===== config.mk =====
export PLATFORM = sky130hd
export DESIGN_NAME = serial_frame_receiver_core
export DESIGN_NICKNAME = d
export VERILOG_FILES = /design/src/hdl/sfr_pkg.sv /design/src/hdl/serial_frame_receiver_core.sv
export SDC_FILE = /design/constraint.sdc
export NUM_CORES = 1
export LEC_CHECK = 0
export ABC_AREA = 1
export BUFFER_PORTS_ARGS = -buffer_cell sky130_fd_sc_hd__buf_2
export CORE_ASPECT_RATIO = 1.25
export CORE_MARGIN = 4
export CORE_UTILIZATION = 25
export CTS_BUF_LIST = sky130_fd_sc_hd__clkbuf_4 sky130_fd_sc_hd__clkbuf_8
export CTS_CLUSTER_SIZE = 12
export DETAILED_ROUTE_END_ITERATION = 8
export SLEW_MARGIN = 20
export SYNTH_ARGS = -nofsm -noshare
export SYNTH_HDL_FRONTEND = slang
export SYNTH_SLANG_ARGS = --single-unit
export TNS_END_PERCENT = 30

===== constraint.sdc =====
create_clock -name clk -period 14.3 [get_ports clk]
set_clock_uncertainty 0.1 [all_clocks]
set_input_delay 2.86 -clock clk [delete_from_list [all_inputs] [get_ports clk]]
set_output_delay 2.86 -clock clk [all_outputs]
set_load 0.01 [all_outputs]

===== src/hdl/sfr_pkg.sv =====
package sfr_pkg;

  // Start-of-frame byte after reset
  localparam logic [7:0] SYNC_RESET = 8'h99;
  // Fletcher modulus
  localparam logic [8:0] MOD_BASE   = 9'd255;

  // Result kinds carried on out_tuser
  localparam logic [1:0] KIND_PAYLOAD = 2'd0;
  localparam logic [1:0] KIND_GOOD    = 2'd1;
  localparam logic [1:0] KIND_BAD     = 2'd2;

  // Add two bytes modulo 255; a is already reduced, b may be 0xFF (same as 0)
  function automatic logic [7:0] add_mod255(input logic [7:0] a, input logic [7:0] b);
    logic [7:0] b_red;
    logic [8:0] s;
    b_red = (b == 8'hFF) ? 8'd0 : b;
    s     = {1'b0, a} + {1'b0, b_red};
    if (s >= MOD_BASE) begin
      s = s - MOD_BASE;
    end
    return s[7:0];
  endfunction

endpackage


===== src/hdl/serial_frame_receiver_core.sv =====
// Byte-serial frame receiver. Each accepted byte on the in_ stream drives a
// small frame parser: it hunts for the sync byte (cfg_wr_data sets it, 0x99
// after reset), takes a length byte, passes that many payload bytes through
// on the out_ stream, then reads a two-byte Fletcher-16 check (mod 255, both
// sums starting at zero, length folded in first, low byte sent first) and
// emits a good or bad verdict. One byte is taken per clock while in_tready
// is high; a result shows up on the out_ stream in the cycle after its byte
// is accepted, from a single result register. in_tready stays high while
// that register is empty or is being drained in the same cycle, so the
// throughput is one byte per cycle whenever the sink keeps out_tready high.
// Sync, length and low check bytes produce no result; the sync value must be
// changed only while no frame is in progress.
module serial_frame_receiver_core
  import sfr_pkg::*;
(
  input  logic        clk,
  input  logic        rst_n,
  input  logic        cfg_wr_en,
  input  logic [7:0]  cfg_wr_data,
  input  logic        in_tvalid,
  output logic        in_tready,
  input  logic [7:0]  in_tdata,    // [7:0] rx_byte
  output logic        out_tvalid,
  input  logic        out_tready,
  output logic [15:0] out_tdata,   // [7:0] data_byte, [15:8] frame_length
  output logic [1:0]  out_tuser    // [1:0] kind
);

  localparam logic [2:0] PH_SYNC    = 3'd0;
  localparam logic [2:0] PH_LEN     = 3'd1;
  localparam logic [2:0] PH_PAYLOAD = 3'd2;
  localparam logic [2:0] PH_CK_LO   = 3'd3;
  localparam logic [2:0] PH_CK_HI   = 3'd4;

  logic [7:0]  sync_r;
  logic [2:0]  phase_r, phase_nxt;
  logic [7:0]  frame_len_r, frame_len_nxt;
  logic [7:0]  left_r, left_nxt;
  logic [7:0]  sum_lo_r, sum_lo_nxt;
  logic [7:0]  sum_hi_r, sum_hi_nxt;
  logic [7:0]  ck_lo_r, ck_lo_nxt;
  logic        out_valid_r;
  logic [15:0] out_data_r;
  logic [1:0]  out_kind_r;
  logic        res_valid;
  logic [1:0]  res_kind;
  logic [7:0]  res_byte;
  logic [7:0]  fold_lo;
  logic [7:0]  left_dec;
  logic        in_acc;

  // Accept whenever the result register is free or emptying this cycle
  assign in_tready = !out_valid_r || out_tready;
  assign in_acc    = in_tvalid && in_tready;

  // Running Fletcher sums for the current byte
  assign fold_lo  = add_mod255(sum_lo_r, in_tdata);
  assign left_dec = left_r - 8'd1;

  // Frame parser: next state and result for the byte at the input
  always_comb begin
    phase_nxt     = phase_r;
    frame_len_nxt = frame_len_r;
    left_nxt      = left_r;
    sum_lo_nxt    = sum_lo_r;
    sum_hi_nxt    = sum_hi_r;
    ck_lo_nxt     = ck_lo_r;
    res_valid     = 1'b0;
    res_kind      = KIND_PAYLOAD;
    res_byte      = 8'd0;
    unique case (phase_r)
      PH_LEN: begin
        frame_len_nxt = in_tdata;
        left_nxt      = in_tdata;
        sum_lo_nxt    = add_mod255(8'd0, in_tdata);
        sum_hi_nxt    = add_mod255(8'd0, in_tdata);
        phase_nxt     = (in_tdata == 8'd0) ? PH_CK_LO : PH_PAYLOAD;
      end
      PH_PAYLOAD: begin
        sum_lo_nxt = fold_lo;
        sum_hi_nxt = add_mod255(sum_hi_r, fold_lo);
        left_nxt   = left_dec;
        if (left_dec == 8'd0) begin
          phase_nxt = PH_CK_LO;
        end
        res_valid = 1'b1;
        res_kind  = KIND_PAYLOAD;
        res_byte  = in_tdata;
      end
      PH_CK_LO: begin
        ck_lo_nxt = in_tdata;
        phase_nxt = PH_CK_HI;
      end
      PH_CK_HI: begin
        phase_nxt = PH_SYNC;
        res_valid = 1'b1;
        res_kind  = ((ck_lo_r == sum_lo_r) && (in_tdata == sum_hi_r)) ? KIND_GOOD : KIND_BAD;
      end
      default: begin
        // hunt: drop anything that is not the sync byte
        phase_nxt = (in_tdata == sync_r) ? PH_LEN : PH_SYNC;
      end
    endcase
  end

  // Control state and sync register
  always_ff @(posedge clk) begin
    if (!rst_n) begin
      sync_r      <= SYNC_RESET;
      phase_r     <= PH_SYNC;
      frame_len_r <= 8'd0;
      left_r      <= 8'd0;
      sum_lo_r    <= 8'd0;
      sum_hi_r    <= 8'd0;
      ck_lo_r     <= 8'd0;
      out_valid_r <= 1'b0;
    end else begin
      if (cfg_wr_en) begin
        sync_r <= cfg_wr_data;
      end
      if (in_acc) begin
        phase_r     <= phase_nxt;
        frame_len_r <= frame_len_nxt;
        left_r      <= left_nxt;
        sum_lo_r    <= sum_lo_nxt;
        sum_hi_r    <= sum_hi_nxt;
        ck_lo_r     <= ck_lo_nxt;
        out_valid_r <= res_valid;
      end else if (out_tready) begin
        out_valid_r <= 1'b0;
      end
    end
  end

  // Result payload: load with each accepted request that yields a result
  always_ff @(posedge clk) begin
    if (in_acc && res_valid) begin
      out_data_r <= {frame_len_r, res_byte};
      out_kind_r <= res_kind;
    end
  end

  assign out_tvalid = out_valid_r;
  assign out_tdata  = out_data_r;
  assign out_tuser  = out_kind_r;

endmodule


==> run summary, run 1 <==
The run finished with clean final reports. The number of global-route vias before repair is around 3900. The starting density of the core came out at approximately a quarter. The DRC violation count after routing is 0. The final cell utilization of the core came out at a little under 30%. After clock tree synthesis, the clock-pin slew on the worst setup and hold paths is 0.08 ns. STA puts the critical path data arrival time at 8.20 ns. The layout net count came out at 673.

The mapped netlist covers 0.004523 mm^2. The top-level port count is between 40 and 50. The post-CTS setup buffer count came out at 0. Buffers placed on the I/O ports in this run total 40. The first global-routing pass estimated between 15000 and 20000 um of wire. The reg2reg setup slack is 9.12 ns. The maximum fanout count along the critical path is 16. Summed over all nets, the half-perimeter wirelength after detailed placement is 8905 um. The clock buffer count from CTS is 9. The largest vdd supply drop is about 43 uV. The net count after synthesis is between 600 and 700. The site row count is 54.

The combined global-route utilization of all metal layers came out at between 10% and 20%. The H-tree depth is 3. The routed design could run at a clock period as short as 8.012 ns.

From synthesis to final layout, the design area changed by 12.75%. The critical path is of the input pin to flop type. The number of different library cells in the post-synthesis netlist is 47. The total clock sinks came out at 70.

The leakage power came out at about 2.3 nW. The fraction of layout instances using a drive strength above 1 came out at approximately 17%. The worst setup path is captured at a flop.

The highest clock frequency the design can meet is around 120 MHz. The antenna diode instance count is 0. The worst hold path belongs to the class flop to flop.

In the detailed route, the total length drawn on met3 is between 500 and 600 um. The ratio of routed vias to standard cells came out at around 4.7. The hold-critical path depth came out at 0. The kind of start point of the critical path is an input pin. The detail route stage leaves a number of antenna-violating nets equal to 0. The total of flip-flops plus latches after synthesis came out at 70. The power per cell area is 129.6 mW/mm^2.

The detailed router finished its first iteration with 269 violations. The slowest stage of the critical path belongs to the cell sky130_fd_sc_hd__fa_1. The share of the cycle needed by the critical path after routing is 56.03%.

The worst hold path begins at frame_len_r[6]. In this run the mean area of a mapped cell was ~7.5 um^2. The endpoint identified for the worst register-to-register timing path is sum_hi_r[4]. Synthesis handed over a netlist of roughly 600 instances. The number of hold-slack violations in the final timing report is 0.

In the detailed route, the total length drawn on met2 is 5807 um. The source-to-sink clock delay at the later pin of the worst-skew pair is ~0.36 ns. The count of final max-slew check failures came to 0. The worst-case clock buffer depth is 2. In this design, the stage delay of the slowest critical-path cell is about 0.4 ns. The final number of setup-violating endpoints came out at 0. The slew of the pin with the lowest slew margin is 0.9002 ns. The origin of the critical flop-to-flop path is sum_lo_r[1].

The cell sitting at the root of the clock tree is a sky130_fd_sc_hd__clkbuf_8. The number of buffers inserted by hold repair at cts came out at 0. The total negative setup slack came out at 0 ns. The height of the die came out at about 160 um.

The routed length per placed instance is about 14 um. The placed instances occupy a cell area of between 0.004 and 0.005 mm^2. Data on the critical path is required at its endpoint by approximately 14 ns. The total number of vias came out at ~4000. The area of the core is 0.01763 mm^2.

By instance count, the cell type seen most on the critical path is sky130_fd_sc_hd__nand2_1. After clock tree synthesis, the repair step resized 0 gates. The length in cells of the worst reg-to-reg path came out at 34. The wire length reported by the detailed router is ~12000 um. The final weighted congestion of routability-driven global placement came out at 0.8293. Counting the fill cells in the layout gives approximately 1900. The initial antenna violation count came to 0. Setup repair after global routing left no endpoint under its margin. The worst-case headroom to the max-slew limit is between 30% and 40%.

Summing the sequential cell areas from Yosys gives between 30% and 40% of the chip area. The endpoint with the worst hold slack is out_tdata[14]. The number of max-cap violations came out at 0. The total congestion overflow came out at 0. The first detailed-routing pass took 4 iterations.

The Yosys step of the flow raised 0 warnings. Entering global routing, the biggest net connects 43 pins. The width of the die is 128.3 um. The post-route cell area came out at 0.005100 mm^2. The detailed router put a total of 5085 um of wire on met1. The full die area is between 0.02 and 0.025 mm^2.

The highest metal layer with signal wires is met4. TritonCTS built the clock tree.
## final cells by class
type | instances | area, um^2 | area share (%)
well taps | 224 | 280.3 | 5.496
multi-input cells | 439 | 2551 | 50.02
flip-flops and latches | 70 | 1582 | 31.01
inverters | 73 | 274.0 | 5.373
clock inverters | 7 | 73.82 | 1.447
clock buffers | 9 | 123.9 | 2.429
repair buffers | 42 | 215.2 | 4.220
## metal layers
layer  track usage, %  vias to the layer above
li1                 -                     2092
met1            13.66                     1889
met2            21.48                       84
met3            1.611                       19
met4            4.853                        0
met5                0                        -
## Yosys cell counts, drive strengths merged
cell type    n  share of area (%)
a211oi       4               0.66
a21oi       54                6.3
o211ai       1               0.28
xnor2       10                1.9
or2          3               0.41
a221oi       5               0.97
nand3       46                6.9
clkbuf      16                1.3
a21o         2               0.33
inv         73                6.1
nand2      121                 11
o21bai       2               0.33
o22ai        1               0.14
o41ai        2               0.39
dfxtp       52                 23
fa           1               0.44
nor2        62                6.5
o311ai       1               0.19
nor3b        1               0.17
a311oi       1               0.19
buf          8                1.4
a31oi        4               0.55
ha          16                4.4
nand3b       1               0.17
nand4       14                1.9
nor3         8                1.0
edfxtp      18                 12
nor4         5               0.69
xor2        19                3.7
a21boi       1               0.17
a2111o       1               0.25
o21ai       53                5.9
## cell families after synthesis
kind of cell    share of synthesized area (%)
fa+ha+maj                               4.869
xor+xnor                                5.615
simple gates                            29.10
buf+inv                                 8.741
compound gates                          16.71
flops                                   34.97
## flip-flops by register name, indices dropped and copies added (netlist names)
register / cells
out_tdata: 16
ck_lo_r: 8
frame_len_r: 8
left_r: 8
sum_hi_r: 8
sum_lo_r: 8
sync_r: 8
phase_r: 3
out_tuser: 2
out_tvalid: 1
## through the flow
stage | setup WS [ns] | total power [mW] | hold WS, ns | cells
3_3_place_gp | 5.991 | 0.5027 | 0.3103 | 848
4_1_cts | 6.284 | 0.6655 | 0.3334 | 864
6_report | 6.288 | 0.6610 | 0.3308 | 864
5_1_grt | 5.648 | 0.7096 | 0.3450 | 864
3_5_place_dp | 5.927 | 0.5030 | 0.3123 | 848
2_1_floorplan | 6.576 | 0.4437 | 0.3030 | 606
## worst max-delay path by stage
stage | from | to | slack [ns] | depth (start not counted)
CTS | in_tdata[4] | sum_hi_r[4] | 6.28 | 38
finish | in_tdata[4] | sum_hi_r[4] | 6.29 | 38
floorplan | in_tdata[5] | sum_hi_r[3] | 6.58 | 40
global placement | in_tdata[4] | sum_hi_r[4] | 5.99 | 38
detailed placement | in_tdata[4] | sum_hi_r[4] | 5.93 | 38
global route | in_tdata[4] | sum_hi_r[4] | 5.65 | 38
## cells in the final DEF (no fill, tap or decap), drive strengths merged, types with 2 or more instances in the layout
cell type  synthesis  layout
ha                16      16
nand2            121     121
clkbuf            16       9
xor2              19      19
nand3             46      46
nor2              62      62
dfxtp             52      52
clkinv             0       2
a31oi              4       4
a221oi             5       5
clkinvlp           0       3
a21o               2       2
o21bai             2       2
inv               73      74
a211oi             4       4
a21oi             54      54
nor3               8       8
nand4             14      14
o21ai             53      53
nor4               5       5
or2                3       3
buf                8      42
xnor2             10      10
edfxtp            18      18
o41ai              2       2
## critical path: cells and delay by family
family,cells,cell delay (ns)
AO/OA/AOI/OAI,2,0.28
XOR/XNOR,1,0.17
AND/OR/NAND/NOR,27,3.42
buffers and inverters,4,0.48
adder cells (fa/ha/maj),4,0.98
## report_power, final
group / internal, mW / switching, mW
logic: 0.0904 / 0.170
registers: 0.223 / 0.0154
clock network: 0.0807 / 0.0819
total: 0.394 / 0.267
Note: power is estimated with default switching activity, not from simulation.
==> run 2: changes to the inputs <==
==> constraint.sdc (replaced) <==
create_clock -name clk -period 6.5 [get_ports clk]
set_clock_uncertainty 0.1 [all_clocks]
set_input_delay 1.3 -clock clk [delete_from_list [all_inputs] [get_ports clk]]
set_output_delay 1.3 -clock clk [all_outputs]
set_load 0.01 [all_outputs]
==> run summary, run 2 (synthesized netlist as in run 1, its figures left out) <==
The run finished with clean final reports. The number of global-route vias before repair is 3811 (-1.9%). The library cell used most frequently in the layout, excluding fill and tap cells, is sky130_fd_sc_hd__nand2_1. The slack of the critical path is 0.4554 ns (-5.833 ns). The combined global-route utilization of all metal layers came out at 11.98% (+0.24 points). The highest clock frequency the design can meet is roughly 170 MHz. The count of final max-slew check failures came out at 0 (unchanged).

The DRC violation count after routing came to 0 (unchanged). The placed standard-cell area is 0.005007 mm^2 (+2.1%). The worst slack at placement came out at 0.001372 ns (-5.926 ns). The data required time at the worst endpoint is 6.69 ns (-7.80 ns). The global-route wire length before repair came to 19400 um (+1.4%). The signed area change from the synthesized netlist to the final layout came out at 16.71%. The total negative setup slack came to 0 ns (unchanged). The post-route cell area is 0.005279 mm^2 (+3.5%). The number of search-and-repair iterations in the first detailed-routing pass is 5 (+1).

The share of the cycle needed by the critical path after routing is 92.99%. The number of buffers inserted by hold repair at cts came out at 0 (unchanged). The slowest stage of the critical path belongs to the cell sky130_fd_sc_hd__fa_1.

The H-tree depth came to 3 (unchanged). The kind of critical path is input pin to flop. The worst setup path is captured at a flop. The cell count after placement is 862 (+1.7%).

The total congestion overflow came out at 0 (unchanged). The detailed placement HPWL came out at 9219 um (+3.5%). The slew of the pin with the lowest slew margin came out at 0.9020 ns (+0.001808 ns).

The critical path buffer and inverter count came out at 5 (+1). The number of hold-slack violations in the final timing report is 0 (unchanged). The total clock sinks came out at 70 (unchanged). The number of max-cap violations came out at 0 (unchanged). The number of design-rule violations left by the first detailed-router iteration is 268 (-0.37%). The leakage power is 2.428 nW (+4.5%). The wire length reported by the detailed router is 12090 um (+3.1%). The routed length per placed instance is 13.74 um (+1.2%). The critical path data arrival time came out at 6.24 ns (-1.96 ns).

The total number of vias is 4154 (+1.7%). The full die area is 0.02032 mm^2 (unchanged). The layout net count is 689 (+2.4%).

The path class of the tightest hold or removal check is flop to flop. The clock period could shrink to 6.045 ns. The final number of setup-violating endpoints is 0 (unchanged). The post-layout instance count excluding filler cells was 880 (+1.9%). The clock buffer count from CTS came to 9 (unchanged). The fraction of layout instances using a drive strength above 1 is 19.66% (+2.5 points). The power per cell area is 300.3 mW/mm^2 (+130%). The kind of start point of the critical path is an input pin. The maximum number of pins on one net before global-route repair is 43 (unchanged). In the layout the commonest cells are sky130_fd_sc_hd__nand2_1, sky130_fd_sc_hd__inv_1, sky130_fd_sc_hd__o21ai_0, sky130_fd_sc_hd__a21oi_1, sky130_fd_sc_hd__dfxtp_1. The worst-case headroom to the max-slew limit came to 39.65% (-0.12 points). The critical path's largest stage delay is 0.41 ns (about the same). The final weighted congestion of routability-driven global placement came out at 0.8525 (+2.8%). The antenna diode instance count came out at 0 (unchanged).

The CTS tree is built. The initial antenna violation count came to 0 (unchanged). The ratio of routed vias to standard cells came out at 4.720 (-0.14%). The largest vdd supply drop is 109.0 uV (+160%).

The final cell utilization of the core is 29.93% (+1.0 points). The gate family responsible for the most delay along the worst path is simple AND/OR/NAND/NOR gates. The cell that appears most often on the critical path is sky130_fd_sc_hd__nand2_1. The remaining antenna violation count after routing came to 0 (unchanged). The area of the core is 0.01763 mm^2 (unchanged). The starting density of the core is 25.65% (unchanged).

The root buffer cell is sky130_fd_sc_hd__clkbuf_8. The width of the die is 128.3 um (unchanged). The top-level port count is 41 (unchanged). The site row count was 54 (unchanged). The height of the die came out at 158.4 um (unchanged). The total of buffers placed on input and output ports is 40 (unchanged).

The maximum fanout count along the critical path is 9 (-7). The CTS clock-pin slew for the worst setup and hold paths came out at 0.08 ns (about the same). The source-to-sink clock delay at the later pin of the worst-skew pair came out at 0.36 ns (about the same).

The flip-flop count of the largest register, all copies and words added is 16 (unchanged). Setup repair after global routing left no endpoint under its margin. The worst-case clock buffer depth came out at 2 (unchanged).
run 2: worst reg2reg max path, delay by kind of cell, from the launching register on:
family | cells | cell delay (ns)
AND/OR/NAND/NOR | 26 | 2.99
buffers and inverters | 4 | 0.31
flip-flops | 1 | 0.42
AO/OA/AOI/OAI | 1 | 0.14
XOR/XNOR | 1 | 0.18
adder cells (fa/ha/maj) | 3 | 0.78
run 2: timing repair:
action / CTS / global route
setup buffers: 0 / 2
resized for setup: 0 / 2
setup endpoints to repair: 0 / 5
run 2: layer usage:
layer | vias up | track usage [%] | part of all wire, %
li1 | 2125 | - | -
met1 | 1918 | 14.87 | 44
met2 | 96 | 20.91 | 50
met3 | 15 | 1.846 | 4.1
met4 | 0 | 4.449 | 2.0
met5 | - | 0 | 0
run 2: worst paths after layout:
| kind | cells after the start | slack, ns | start | end |
|---|---|---|---|---|
| setup / recovery | 39 | 0.46 | in_tdata[6] | sum_hi_r[2] |
| hold / removal | 0 | 0.33 | frame_len_r[6] | out_tdata[14] |
| setup reg to reg | 35 | 1.53 | sum_lo_r[1] | sum_hi_r[2] |
| hold reg to reg | 0 | 0.33 | frame_len_r[6] | out_tdata[14] |
run 2: stage by stage:
| step | power (mW) | hold slack, ns |
|---|---|---|
| 2_1_floorplan | 0.9762 | 0.3030 |
| 6_report | 1.585 | 0.3304 |
| 3_3_place_gp | 1.136 | 0.3129 |
| 3_5_place_dp | 1.139 | 0.3119 |
| 5_1_grt | 1.691 | 0.3460 |
| 4_1_cts | 1.577 | 0.3342 |
run 2: layout make-up:
cell class              instances  area [um^2]
well taps                     224        280.3
fillers                      1864        12360
repair buffers                 58        335.3
multi-input cells             439         2561
clock inverters                 7        122.6
flip-flops and latches         70         1582
clock buffers                   9        123.9
inverters                      73        274.0
run 2: power by group:
group / internal (mW) / total, mW / switching, mW
clock: 0.256 / 0.437 / 0.181
combinational: 0.234 / 0.624 / 0.390
sequential: 0.490 / 0.524 / 0.0348
total: 0.979 / 1.59 / 0.606
